### config.mk
export PLATFORM = sky130hd
export DESIGN_NAME = char_lcd_nibble_writer_top
export DESIGN_NICKNAME = d
export VERILOG_FILES = /design/src/design/clnw_pkg.sv /design/src/design/char_lcd_nibble_writer_top.sv /design/src/design/clnw_queue.sv /design/src/design/clnw_front.sv /design/src/design/clnw_back.sv
export SDC_FILE = /design/constraint.sdc
export NUM_CORES = 1
export LEC_CHECK = 0
export ABC_AREA = 1
export BUFFER_PORTS_ARGS = -buffer_cell sky130_fd_sc_hd__clkbuf_2
export CORE_ASPECT_RATIO = 0.9
export CORE_MARGIN = 2
export CORE_UTILIZATION = 40
export DETAILED_ROUTE_END_ITERATION = 8
export SETUP_SLACK_MARGIN = 0.3
export SLEW_MARGIN = 20
export SYNTH_ARGS = -nofsm -noshare
export SYNTH_HDL_FRONTEND = slang
export SYNTH_HIERARCHICAL = 1
export SYNTH_SLANG_ARGS = --single-unit
export TNS_END_PERCENT = 100
### constraint.sdc
create_clock -name i_clk -period 3.1 [get_ports i_clk]
set_clock_uncertainty 0.2 [all_clocks]
set_input_delay 0.62 -clock i_clk [delete_from_list [all_inputs] [get_ports i_clk]]
set_output_delay 0.62 -clock i_clk [all_outputs]
set_load 0.01 [all_outputs]
### src/design/clnw_pkg.sv
// shared types, constants and helpers for the character lcd nibble writer
// no dependencies; imported by every module of the block
package clnw_pkg;

    // default characters per display line
    localparam int DEF_LINE_CHARS = 16;

    // byte queue between the front and back parts
    localparam int QUEUE_DEPTH = 4;
    localparam int QUEUE_AW    = $clog2(QUEUE_DEPTH);

    // command codes carried in tuser
    localparam logic [2:0] CMD_INIT   = 3'd0;
    localparam logic [2:0] CMD_DATA   = 3'd1;
    localparam logic [2:0] CMD_BYTE   = 3'd2;
    localparam logic [2:0] CMD_CLEAR  = 3'd3;
    localparam logic [2:0] CMD_MOVE   = 3'd4;
    localparam logic [2:0] CMD_NUMBER = 3'd5;

    // controller command bytes
    localparam logic [7:0] LCD_LINE1      = 8'h80;
    localparam logic [7:0] LCD_LINE2      = 8'hC0;
    localparam logic [7:0] LCD_CLEAR      = 8'h01;
    localparam logic [7:0] LCD_FUNC_4BIT  = 8'h28;
    localparam logic [7:0] LCD_DISP_OFF   = 8'h08;
    localparam logic [7:0] LCD_DISP_ON    = 8'h0F;
    localparam logic [7:0] LCD_WAKE_8BIT  = 8'h33;
    localparam logic [7:0] LCD_WAKE_4BIT  = 8'h32;
    localparam logic [3:0] ASCII_DIGIT_HI = 4'h3;

    // addressing of rows two, three and four
    localparam logic [7:0] ROW3_BASE = 8'h14;
    localparam logic [7:0] ROW4_BASE = 8'h54;
    localparam logic [7:0] ROW2_BASE = 8'h40;

    localparam logic [13:0] NUM_MAX = 14'd9999;

    // one byte waiting for the nibble serialiser
    typedef struct packed {
        logic [7:0] byte_val;
        logic       rs;
        logic       last;
    } t_entry;

    // power-up sequence, written as byte pairs of nibbles
    function automatic logic [7:0] init_byte(input logic [2:0] step);
        logic [7:0] b;
        case (step)
            3'd0:    b = LCD_WAKE_8BIT;
            3'd1:    b = LCD_WAKE_4BIT;
            3'd2:    b = LCD_FUNC_4BIT;
            3'd3:    b = LCD_DISP_OFF;
            3'd4:    b = LCD_CLEAR;
            default: b = LCD_DISP_ON;
        endcase
        return b;
    endfunction

    // one shift-and-add-three step of binary to bcd conversion
    function automatic logic [15:0] dd_step(input logic [15:0] bcd, input logic b);
        logic [15:0] adj;
        adj = bcd;
        for (int d = 0; d < 4; d++) begin
            if (adj[d*4 +: 4] >= 4'd5) begin
                adj[d*4 +: 4] = adj[d*4 +: 4] + 4'd3;
            end
        end
        return {adj[14:0], b};
    endfunction

endpackage

### src/design/char_lcd_nibble_writer_top.sv
// top level of the character lcd nibble writer
// depends on clnw_pkg, clnw_front, clnw_queue and clnw_back
//
// Turns commands for a two-line character display on a 4-bit bus into
// nibbles, one per cycle on the output stream while tready is high, high
// nibble first, with tuser as the register select and tlast on the final
// nibble of a command. Every byte goes out as two nibbles: init gives 12
// nibbles, a data byte 2 to 4, a command byte, clear or move 2 (a move to
// an unmapped position gives nothing), a number 8 to 10. The nibble
// serialiser sets the rate; the front end queues up to four bytes ahead
// and runs the binary to decimal conversion of a number while earlier
// bytes drain, and it takes the next command in the cycle it queues the
// current one's last byte.
module char_lcd_nibble_writer_top
    import clnw_pkg::*;
#(
    parameter int LINE_CHARS = DEF_LINE_CHARS
) (
    input  logic        i_clk,
    input  logic        i_rst_n,
    input  logic        s_axis_tvalid,
    output logic        s_axis_tready,
    input  logic [31:0] s_axis_tdata,  // value[7:0], number[21:8], row[23:22], column[27:24]
    input  logic [2:0]  s_axis_tuser,  // cmd[2:0]
    output logic        m_axis_tvalid,
    input  logic        m_axis_tready,
    output logic [7:0]  m_axis_tdata,  // nibble[3:0]
    output logic        m_axis_tuser,  // reg_sel
    output logic        m_axis_tlast
);

    logic   q_push;
    logic   q_ready;
    t_entry q_in;
    logic   q_pop;
    logic   q_valid;
    t_entry q_out;
    logic [3:0] nibble;

    // command front end
    clnw_front #(
        .LINE_CHARS(LINE_CHARS)
    ) u_front (
        .i_clk     (i_clk),
        .i_rst_n   (i_rst_n),
        .i_valid   (s_axis_tvalid),
        .o_ready   (s_axis_tready),
        .i_cmd     (s_axis_tuser),
        .i_value   (s_axis_tdata[7:0]),
        .i_number  (s_axis_tdata[21:8]),
        .i_row     (s_axis_tdata[23:22]),
        .i_column  (s_axis_tdata[27:24]),
        .o_push    (q_push),
        .o_entry   (q_in),
        .i_q_ready (q_ready)
    );

    // byte queue
    clnw_queue u_queue (
        .i_clk   (i_clk),
        .i_rst_n (i_rst_n),
        .i_push  (q_push),
        .i_data  (q_in),
        .o_ready (q_ready),
        .i_pop   (q_pop),
        .o_data  (q_out),
        .o_valid (q_valid)
    );

    // nibble serialiser
    clnw_back u_back (
        .i_clk     (i_clk),
        .i_rst_n   (i_rst_n),
        .i_q_valid (q_valid),
        .i_q_data  (q_out),
        .o_pop     (q_pop),
        .o_valid   (m_axis_tvalid),
        .i_ready   (m_axis_tready),
        .o_nibble  (nibble),
        .o_rs      (m_axis_tuser),
        .o_last    (m_axis_tlast)
    );

    assign m_axis_tdata = {4'd0, nibble};

endmodule

### src/design/clnw_queue.sv
// short byte queue parting the command front end from the nibble back end
// depends on clnw_pkg for the entry type and depth
module clnw_queue
    import clnw_pkg::*;
(
    input  logic   i_clk,
    input  logic   i_rst_n,
    input  logic   i_push,
    input  t_entry i_data,
    output logic   o_ready,
    input  logic   i_pop,
    output t_entry o_data,
    output logic   o_valid
);

    t_entry                r_mem [QUEUE_DEPTH];
    logic [QUEUE_AW-1:0]   r_wr;
    logic [QUEUE_AW-1:0]   r_rd;
    logic [QUEUE_AW:0]     r_count;
    logic                  do_push;
    logic                  do_pop;

    assign o_ready = (r_count != (QUEUE_AW+1)'(QUEUE_DEPTH));
    assign o_valid = (r_count != '0);
    assign o_data  = r_mem[r_rd];
    assign do_push = i_push && o_ready;
    assign do_pop  = i_pop && o_valid;

    // storage
    always_ff @(posedge i_clk) begin
        if (do_push) begin
            r_mem[r_wr] <= i_data;
        end
    end

    // pointers and fill count
    always_ff @(posedge i_clk) begin
        if (!i_rst_n) begin
            r_wr    <= '0;
            r_rd    <= '0;
            r_count <= '0;
        end else begin
            if (do_push) begin
                r_wr <= r_wr + 1'b1;
            end
            if (do_pop) begin
                r_rd <= r_rd + 1'b1;
            end
            case ({do_push, do_pop})
                2'b10:   r_count <= r_count + 1'b1;
                2'b01:   r_count <= r_count - 1'b1;
                default: r_count <= r_count;
            endcase
        end
    end

endmodule

### src/design/clnw_front.sv
// command front end: accepts commands, tracks the cursor and queues bytes
// depends on clnw_pkg for codes, constants and the bcd step
module clnw_front
    import clnw_pkg::*;
#(
    parameter int LINE_CHARS = DEF_LINE_CHARS
) (
    input  logic        i_clk,
    input  logic        i_rst_n,
    input  logic        i_valid,
    output logic        o_ready,
    input  logic [2:0]  i_cmd,
    input  logic [7:0]  i_value,
    input  logic [13:0] i_number,
    input  logic [1:0]  i_row,
    input  logic [3:0]  i_column,
    output logic        o_push,
    output t_entry      o_entry,
    input  logic        i_q_ready
);

    localparam logic [7:0] L1 = 8'(LINE_CHARS);
    localparam logic [7:0] L2 = 8'(2 * LINE_CHARS);

    localparam logic [2:0] ST_IDLE = 3'd0;
    localparam logic [2:0] ST_INIT = 3'd1;
    localparam logic [2:0] ST_CMD  = 3'd2;
    localparam logic [2:0] ST_MOVE = 3'd3;
    localparam logic [2:0] ST_CONV = 3'd4;
    localparam logic [2:0] ST_DATA = 3'd5;

    localparam logic PH_BYTE = 1'b0;
    localparam logic PH_POST = 1'b1;

    logic [2:0]  r_state, n_state;
    logic [7:0]  r_cursor, n_cursor;
    logic [7:0]  r_value, n_value;
    logic [2:0]  r_step, n_step;
    logic [15:0] r_bcd, n_bcd;
    logic [13:0] r_bin, n_bin;
    logic [2:0]  r_cnt, n_cnt;
    logic [2:0]  r_left, n_left;
    logic        r_num, n_num;
    logic        r_ph, n_ph;
    logic        r_pre, n_pre;

    logic        push_acc;
    logic        fin;
    logic        accept;
    logic        mv_has;
    logic [7:0]  mv_addr;
    logic [7:0]  cur_byte;
    logic [7:0]  cur_inc;
    logic        wrap;
    logic [15:0] bcd_half;
    logic [7:0]  move_pos;

    // cursor address for a move command
    always_comb begin
        mv_has  = 1'b1;
        mv_addr = r_cursor;
        if (r_cursor < L1) begin
            mv_addr = r_cursor;
        end else if (r_cursor < L2) begin
            mv_addr = r_cursor - L1 + ROW2_BASE;
        end else if (r_cursor >= 8'd41 && r_cursor < 8'd60) begin
            mv_addr = r_cursor - 8'd40 + ROW3_BASE;
        end else if (r_cursor >= 8'd20 && r_cursor < 8'd40) begin
            mv_addr = r_cursor + ROW4_BASE;
        end else begin
            mv_has = 1'b0;
        end
    end

    assign cur_byte = r_num ? {ASCII_DIGIT_HI, r_bcd[15:12]} : r_value;
    assign cur_inc  = r_cursor + 8'd1;
    assign wrap     = (cur_inc == L2);
    assign bcd_half = dd_step(r_bcd, r_bin[13]);
    assign move_pos = ({6'd0, i_row} * L1) + {4'd0, i_column};

    // byte offered to the queue
    always_comb begin
        o_push  = 1'b0;
        o_entry = '{byte_val: cur_byte, rs: 1'b0, last: 1'b0};
        case (r_state)
            ST_INIT: begin
                o_push  = 1'b1;
                o_entry = '{byte_val: init_byte(r_step), rs: 1'b0,
                            last: (r_step == 3'd5)};
            end
            ST_CMD: begin
                o_push  = 1'b1;
                o_entry = '{byte_val: r_value, rs: 1'b0, last: 1'b1};
            end
            ST_MOVE: begin
                o_push  = mv_has;
                o_entry = '{byte_val: LCD_LINE1 | mv_addr, rs: 1'b0, last: 1'b1};
            end
            ST_DATA: begin
                o_push = 1'b1;
                if (r_ph == PH_POST) begin
                    o_entry = '{byte_val: LCD_LINE1, rs: 1'b0, last: (r_left == 3'd1)};
                end else if (r_cursor == L1 && !r_pre) begin
                    o_entry = '{byte_val: LCD_LINE2, rs: 1'b0, last: 1'b0};
                end else begin
                    o_entry = '{byte_val: cur_byte, rs: 1'b1,
                                last: (r_left == 3'd1) && !wrap};
                end
            end
            default: begin
                o_push = 1'b0;
            end
        endcase
    end

    assign push_acc = o_push && i_q_ready;
    assign o_ready  = (r_state == ST_IDLE) || fin;
    assign accept   = i_valid && o_ready;

    // sequencer next state
    always_comb begin
        n_state  = r_state;
        n_cursor = r_cursor;
        n_value  = r_value;
        n_step   = r_step;
        n_bcd    = r_bcd;
        n_bin    = r_bin;
        n_cnt    = r_cnt;
        n_left   = r_left;
        n_num    = r_num;
        n_ph     = r_ph;
        n_pre    = r_pre;
        fin      = 1'b0;

        case (r_state)
            ST_INIT: begin
                if (push_acc) begin
                    n_step = r_step + 3'd1;
                    fin    = (r_step == 3'd5);
                end
            end
            ST_CMD: begin
                fin = push_acc;
            end
            ST_MOVE: begin
                fin = !mv_has || push_acc;
            end
            ST_CONV: begin
                n_bcd = dd_step(bcd_half, r_bin[12]);
                n_bin = {r_bin[11:0], 2'b00};
                n_cnt = r_cnt + 3'd1;
                if (r_cnt == 3'd6) begin
                    n_state = ST_DATA;
                    n_left  = 3'd4;
                    n_ph    = PH_BYTE;
                    n_pre   = 1'b0;
                end
            end
            ST_DATA: begin
                if (push_acc) begin
                    if (r_ph == PH_POST) begin
                        n_ph  = PH_BYTE;
                        n_pre = 1'b0;
                        n_bcd = {r_bcd[11:0], 4'd0};
                        n_left = r_left - 3'd1;
                        fin   = (r_left == 3'd1);
                    end else if (r_cursor == L1 && !r_pre) begin
                        n_pre = 1'b1;
                    end else if (wrap) begin
                        n_cursor = '0;
                        n_ph     = PH_POST;
                    end else begin
                        n_cursor = cur_inc;
                        n_pre    = 1'b0;
                        n_bcd    = {r_bcd[11:0], 4'd0};
                        n_left   = r_left - 3'd1;
                        fin      = (r_left == 3'd1);
                    end
                end
            end
            default: begin
                fin = 1'b0;
            end
        endcase

        if (fin) begin
            n_state = ST_IDLE;
        end

        // a new command takes over in the cycle the last one finishes
        if (accept) begin
            case (i_cmd)
                CMD_INIT: begin
                    n_state  = ST_INIT;
                    n_cursor = '0;
                    n_step   = '0;
                end
                CMD_DATA: begin
                    n_state = ST_DATA;
                    n_value = i_value;
                    n_num   = 1'b0;
                    n_left  = 3'd1;
                    n_ph    = PH_BYTE;
                    n_pre   = 1'b0;
                end
                CMD_BYTE: begin
                    n_state = ST_CMD;
                    n_value = i_value;
                end
                CMD_CLEAR: begin
                    n_state  = ST_CMD;
                    n_value  = LCD_CLEAR;
                    n_cursor = '0;
                end
                CMD_MOVE: begin
                    n_state  = ST_MOVE;
                    n_cursor = move_pos;
                end
                CMD_NUMBER: begin
                    n_state = ST_CONV;
                    n_bin   = (i_number > NUM_MAX) ? NUM_MAX : i_number;
                    n_bcd   = '0;
                    n_cnt   = '0;
                    n_num   = 1'b1;
                end
                default: begin
                    n_state = ST_IDLE;
                end
            endcase
        end
    end

    // control registers
    always_ff @(posedge i_clk) begin
        if (!i_rst_n) begin
            r_state  <= ST_IDLE;
            r_cursor <= '0;
        end else begin
            r_state  <= n_state;
            r_cursor <= n_cursor;
        end
    end

    // working registers
    always_ff @(posedge i_clk) begin
        r_value <= n_value;
        r_step  <= n_step;
        r_bcd   <= n_bcd;
        r_bin   <= n_bin;
        r_cnt   <= n_cnt;
        r_left  <= n_left;
        r_num   <= n_num;
        r_ph    <= n_ph;
        r_pre   <= n_pre;
    end

endmodule

### src/design/clnw_back.sv
// nibble back end: takes queued bytes and sends them high nibble first
// depends on clnw_pkg for the entry type
module clnw_back
    import clnw_pkg::*;
(
    input  logic       i_clk,
    input  logic       i_rst_n,
    input  logic       i_q_valid,
    input  t_entry     i_q_data,
    output logic       o_pop,
    output logic       o_valid,
    input  logic       i_ready,
    output logic [3:0] o_nibble,
    output logic       o_rs,
    output logic       o_last
);

    t_entry r_ent;
    logic   r_valid;
    logic   r_half;
    logic   out_acc;

    assign out_acc = r_valid && i_ready;
    assign o_pop   = i_q_valid && (!r_valid || (out_acc && r_half));

    assign o_valid  = r_valid;
    assign o_nibble = r_half ? r_ent.byte_val[3:0] : r_ent.byte_val[7:4];
    assign o_rs     = r_ent.rs;
    assign o_last   = r_half && r_ent.last;

    // held byte
    always_ff @(posedge i_clk) begin
        if (o_pop) begin
            r_ent <= i_q_data;
        end
    end

    // nibble select and output valid
    always_ff @(posedge i_clk) begin
        if (!i_rst_n) begin
            r_valid <= 1'b0;
            r_half  <= 1'b0;
        end else if (o_pop) begin
            r_valid <= 1'b1;
            r_half  <= 1'b0;
        end else if (out_acc) begin
            if (!r_half) begin
                r_half <= 1'b1;
            end else begin
                r_valid <= 1'b0;
            end
        end
    end

endmodule

; Word level (Yosys, flattened, before mapping)
; Memory sizes are Yosys's and may differ from the RTL's. A register that Yosys moved wholly into a read port is not among the register bits.
; Index checks and enable logic that the tools add are counted.
[classes]
n_addsub = 22
eq_ne = 22
muxes = 91
n_bitwise = 1
n_reduce_logical = 38
magnitude_cmp = 15
[op_table]
columns = op, count
row1 = two-way mux 16 bit, 6
row2 = two-way mux 3 bit, 20
row3 = two-way mux 14 bit, 4
row4 = two-way mux 8 bit, 7
row5 = one-hot mux 10 bit (4 select lines), 1
row6 = "greater-or-equal comparator 4 x 3 -> 1 bit, second input constant", 8
row7 = one-hot mux 16 bit (2 select lines), 1
row8 = one-hot mux 8 bit (2 select lines), 2
row9 = one-hot mux 6 bit (5 select lines), 1
row10 = two-way mux 1 bit, 28
row11 = two-way mux 4 bit, 7
row12 = two-way mux 7 bit, 4
row13 = "adder 4 x 2 -> 4 bit, second input constant", 6
row14 = "< comparator 8 x 6 -> 1 bit, second input constant", 3
row15 = "== test 3 bit, second input constant", 7
row16 = two-way mux 10 bit, 2
row17 = "== test 3 x 2 -> 1 bit, second input constant", 6
row18 = one-hot mux 3 bit (5 select lines), 1
row19 = "adder 7 bit, second input constant", 2
row20 = "> comparator 14 bit, second input constant", 1
row21 = "== test 3 x 1 -> 1 bit, second input constant", 4
row22 = one-hot mux 3 bit (2 select lines), 2
row23 = logical AND 1 bit, 11
row24 = nonzero test 2 bit, 5
row25 = other kinds (27), 50
[totals]
mem_count = 1
input_bits = 39
elab_cells = 206
ram_bits = 40
output_inout_bits = 12
ff_bits = 70
[mem_list]
columns = memory, words, word_bits, rd, rd_ports_with_merged_regs, write_ports, line_no
row1 = u_queue.r_mem, 4, 10, 1, 1, 1, clnw_queue.sv:16  ; t_entry r_mem [QUEUE_DEPTH];

; Longest topological paths before layout
[depth]
ltp_word = 14
depth_mapped = 21
depth_no_buf = 20

; Cells and area by module
; Netlist, hierarchy kept.
[by_module_without_submodules]
columns = mod, area_each_um2, n_inst, seq_area_each_um2, cells_per_inst
row1 = clnw_front, 5286.3, 1, 1311.3, 846
row2 = clnw_queue, 1975.6, 1, 1381.3, 165
row3 = clnw_back, 441.7, 1, 340.3, 36
row4 = char_lcd_nibble_writer_top, 33.8, 1, 0.0, 5

; Worst setup path after synthesis
; OpenSTA, ideal clock, no wires.
[synth_path]
path_type = flip-flop to flip-flop
startpoint = register u_front.r_cursor[5]
endpoint = register u_front.r_value[0] (enable)
required_ns = 2.517
path_stages_with_launch = 17
path_slack_ns = 0.135
synth_period_minus_slack_ns = 2.965
setup_ns = 0.383
arrival_time_ns = 2.382
path_cell_list = dfxtp_1 > buf_2 > inv_1 > ha_1 > inv_1 > nor2_2 > nand3_1 > nand2_1 > nand2_1 > nand3_1 > nand2_1 > a21oi_2 > nand2_2 > nand3_4 > nand2_8 > buf_6 > nor3_1
[synth_via]
elab_chain_cells = 13
word_cells_on_any_way = 29
classes_between = 1 x add/sub / 6 x order compare / 2 x eq/ne / 11 x mux / 9 x reduce/logical
[synth_rtl]
columns = item, line_no
row1 = start: declaration, clnw_front.sv:36  ; logic [7:0] r_cursor, n_cursor;
row2 = start signal: assignment, clnw_front.sv:240  ; r_cursor <= n_cursor;
row3 = greater-or-equal comparator 8 x 5 -> 1 bit or < comparator 8 x 6 -> 1 bit (tied branches), clnw_front.sv:68  ; end else if (r_cursor >= 8'd20 && r_cursor < 8'd40) begin
row4 = logical AND 1 bit, clnw_front.sv:68
row5 = two-way mux 1 bit, clnw_front.sv:68
row6 = two-way mux 1 bit, clnw_front.sv:66  ; end else if (r_cursor >= 8'd41 && r_cursor < 8'd60) begin
row7 = two-way mux 1 bit, clnw_front.sv:64  ; end else if (r_cursor < L2) begin
row8 = two-way mux 1 bit, clnw_front.sv:62  ; if (r_cursor < L1) begin
row9 = one-hot mux 1 bit (2 select lines), clnw_front.sv:85  ; case (r_state)
row10 = logical AND 1 bit, clnw_front.sv:116  ; assign push_acc = o_push && i_q_ready;
row11 = two-way mux 1 bit (tied with other cells), clnw_front.sv:160  ; if (push_acc) begin
row12 = one-hot mux 1 bit (4 select lines) (*), clnw_front.sv:135  ; case (r_state)
row13 = logical OR 1 bit (*), clnw_front.sv:117  ; assign o_ready = (r_state == ST_IDLE) || fin;
row14 = via s_axis_tready, char_lcd_nibble_writer_top.sv:22  ; output logic s_axis_tready,
row15 = logical AND 1 bit (*), clnw_front.sv:118  ; assign accept = i_valid && o_ready;
row16 = AND reduction 2 bit (no line) (*), -
row17 = end signal: assignment, clnw_front.sv:246  ; r_value <= n_value;
row18 = end: declaration, clnw_front.sv:37  ; logic [7:0] r_value, n_value;
; The timed path passes the listed nets; every way through them passes the cells marked *.
; A chain may end at the register's enable or synchronous reset.

; Worst setup path after layout
[layout_path]
startpoint = register u_front.r_cursor[2]
endpoint = output s_axis_tready
[layout_via]
elab_chain_cells = 11
word_cells_on_any_way = 27
classes_between = 1 x add/sub / 6 x order compare / 2 x eq/ne / 11 x mux / 7 x reduce/logical
[layout_rtl]
columns = item, line_no
row1 = greater-or-equal comparator 8 x 5 -> 1 bit or < comparator 8 x 6 -> 1 bit (tied branches), clnw_front.sv:68
row2 = logical AND 1 bit, clnw_front.sv:68
row3 = two-way mux 1 bit, clnw_front.sv:68
row4 = two-way mux 1 bit, clnw_front.sv:66
row5 = two-way mux 1 bit, clnw_front.sv:64
row6 = two-way mux 1 bit, clnw_front.sv:62
row7 = one-hot mux 1 bit (2 select lines), clnw_front.sv:85
row8 = logical AND 1 bit, clnw_front.sv:116
row9 = two-way mux 1 bit (tied with other cells), clnw_front.sv:160
row10 = one-hot mux 1 bit (4 select lines) (*), clnw_front.sv:135
row11 = logical OR 1 bit (*), clnw_front.sv:117
row12 = end: declaration, char_lcd_nibble_writer_top.sv:22
; Mark *: on every way between the ends. The rest lies on a longest branch, timed or not.

==> run summary <==
==========================================================================================
Detailed-placement wirelength estimate                                            12200 um
Number of global-route vias before repair                                             6016
Clock tree from TritonCTS                                                              yes
Cell Chain, Critical Path                                                     buf_4 -> nand3_2 -> o21ai_2 -> nand2_1 -> nor2_2 -> nand2_2 -> nand2_2 -> nand2_2 -> nand2_2 -> nand2_2 -> nand2_4 -> nand3_4 -> buf_6
Synth top area share                                                                 22.9%
Startpoint type of the worst setup path                                           register
Num ports                                                                               51
Required time of the critical path                                                 2280 ps
Leftover overflow at the end of global routing                                           0
Total placed instance area                                                        8300 um2
Final Hold Viols                                                                         0
Sequential fraction of the synthesis area                                            39.2%
Count of antenna-violating nets left after detailed routing                              0
Worst path max stage delay                                                          370 ps
Type of the worst min-delay path                                                 in -> reg
Unrepaired setup endpoints after global routing                                        yes
Post-synthesis cell count                                                             1052
Layout cell share with drive strength beyond 1                                       22.0%
# fillers                                                                             1900
Area of the core region                                                          19100 um2
Final routed wirelength across all metal layers                                   17500 um
Most common cell after layout, fill and taps aside                            sky130_fd_sc_hd__nand2_1
Antenna violations before repair                                                         0
Number of port buffers                                                                  42
Synthesis warning total                                                                  6
Fraction of the cycle the final worst path needs                                     94.9%
Via/cell ratio                                                                        4.77
Bufs on Longest Clock Path                                                               2
Largest cells by area after synthesis                                         sky130_fd_sc_hd__edfxtp_1 23%, sky130_fd_sc_hd__dfxtp_1 16%, sky130_fd_sc_hd__nand2_1 12%, sky130_fd_sc_hd__inv_1 7.4%, sky130_fd_sc_hd__ha_1 7.0%
Synth Register Bits                                                                    122
Slew @ Worst Pin                                                                    700 ps
Effective utilization at floorplan                                                   40.5%
Clock Sink Count                                                                       122
Die Ht                                                                              136 um
Mean instance size in the synthesized netlist                                     7.35 um2
Crit Path Class                                                                 reg -> out
Distinct cell type count after synthesis                                                49
Worst voltage drop across the vdd grid                                            0.417 mV
Final number of max-transition violations                                                0
Layout-stage area growth over the synthesis result                                   20.8%
Upper clock frequency limit                                                        340 MHz
Pwr/cell area                                                                   867 nW/um2
H-tree levels                                                                            4
Pin count of the biggest net entering global routing                                    23
Via count of the routed design                                                        6663
Horizontal die dimension                                                            151 um
Endpoint class of the critical path                                            output port
Number of placement rows                                                                48
Drt initial violations                                                                 395
Cell area after synthesis                                                         7740 um2
Buffer type at the clock tree root                                            sky130_fd_sc_hd__clkbuf_16
Post-route DRC violation count                                                           0
LEAKAGE                                                                            4.25 nW
Worst path arrival time                                                            2120 ps
Wire length of the first global-routing pass                                      29000 um
Overall track demand over capacity in global routing                                 18.0%
Crit Path Max Fanout                                                                     7
Minimum setup slack among reg-to-reg paths                                          170 ps
WL/cell                                                                            12.5 um
Max-cap violation count                                                                  0
Cell area after layout                                                            9350 um2
Post-cts hold buffer count                                                               0
Routability congestion estimate                                                      0.834
Total die area                                                                   20500 um2
Antenna diode instance count                                                             0
Net total in the final layout                                                         1218
Fin crit period                                                                    2940 ps
Worst rel slew slack                                                                 53.2%
Most frequent cells in the layout                                             239 x sky130_fd_sc_hd__nand2_1, 141 x sky130_fd_sc_hd__inv_1, 93 x sky130_fd_sc_hd__nor2_1
Cell type with the largest total area after synthesis                         sky130_fd_sc_hd__edfxtp_1
Run status                                                                    finished clean
Clock insertion delay at the later pin of the skew report                           420 ps
Number of clock buffers inserted by TritonCTS                                           17
Critical-path cell with the highest stage delay                               sky130_fd_sc_hd__dfxtp_4
Cell mode on critical path                                                    sky130_fd_sc_hd__nand2_2
Initial DRT Pass Iterations                                                              5
Total Neg Setup Slack                                                                 0 ps
Finish-stage setup viols                                                                 0
Clock edge transition at the registers on the reported setup and hold paths          60 ps
==========================================================================================
[cells in the mapped netlist, drive strengths merged]
cell type	number
a2111oi	1
a211oi	3
a21boi	1
a21oi	42
a22oi	1
a31oi	4
a32o	1
a32oi	1
buf	21
clkbuf	10
clkinv	5
conb	1
dfxtp	63
edfxtp	59
fa	1
ha	43
inv	174
mux2i	4
nand2	271
nand3	64
nand3b	5
nand4	4
nor2	115
nor3	12
nor4	1
o211ai	11
o21a	6
o21ai	96
o22ai	14
o311ai	1
or2	3
xor2	14
[cells by family after synthesis]
kind of cell,Yosys count,synth area share (%)
adder cells (fa/ha/maj),44,7.21
flip-flops,122,39.2
AND/OR/NAND/NOR,475,27.4
XOR/XNOR,14,1.58
multiplexers,4,0.517
other,1,0.0485
AO/OA/AOI/OAI,182,13.1
buffers and inverters,210,11.0
[what timing repair did]
action	4_1_cts	5_1_grt
resized for setup	24	69
pin swaps	7	22
setup endpoints to repair	57	103
buffers inserted	12	11
[layout make-up]
class | count | area (um2) | share of cell area, %
Clock buffer | 17 | 425 | 4.55
Inverter | 179 | 684 | 7.32
Sequential cell | 122 | 3060 | 32.7
Clock inverter | 15 | 154 | 1.65
Multi-Input combinational cell | 723 | 4100 | 43.8
Tap cell | 250 | 313 | 3.35
Timing Repair Buffer | 92 | 612 | 6.55
[critical path: cells and delay by family, from the launching register on]
| family | cells | cell delay [ps] |
|---|---|---|
| AO/OA/AOI/OAI | 1 | 170 |
| buffers and inverters | 2 | 300 |
| flip-flops | 1 | 370 |
| AND/OR/NAND/NOR | 10 | 840 |
[through the flow]
stage,instances,power (mW),hold slack (ps),setup slack [ps],utilization [%]
after floorplan,1055,5.05,255,390,-
after global placement,1343,5.73,276,156,43.5
after detailed placement,1343,5.78,275,131,43.5
after CTS,1387,7.83,248,88.5,47.4
after global routing,1398,8.88,257,13.3,48.9
final,1398,8.11,267,160,48.9
[power breakdown]
| part | leakage [nW] | total [mW] | internal [mW] | switching (mW) |
|---|---|---|---|---|
| registers | 1.07 | 2.55 | 2.24 | 0.304 |
| logic | 2.91 | 3.62 | 1.38 | 2.24 |
| clock network | 0.281 | 1.94 | 1.13 | 0.812 |
[worst paths after layout]
check / cells past startpoint / from / end
worst max-delay path: 13 / u_front/r_cursor[2] / s_axis_tready
worst min-delay path: 5 / s_axis_tdata[9] / u_front/r_bin[1]
worst max register to register: 20 / u_front/r_cursor[0] / u_queue/r_mem[0][0]
worst min register to register: 2 / u_front/r_bin[12] / u_front/r_bcd[0]
[layer usage]
layer	track usage (%)	up-vias	wire, um
met5	0	-	0
met2	28.4	122	8010
met3	3.83	19	724
met1	24.7	2977	8590
li1	-	3545	-
met4	5.40	0	213
[flip-flops by register name (all words and copies together) (netlist names), 8 cells and up, named ones only]
name              flops
u_front/r_cursor      8
u_front/r_bcd        16
u_front/r_value       8
u_queue/r_mem        40
u_back/r_ent          9
u_front/r_bin        14
Power figures use the tool's default switching activity.
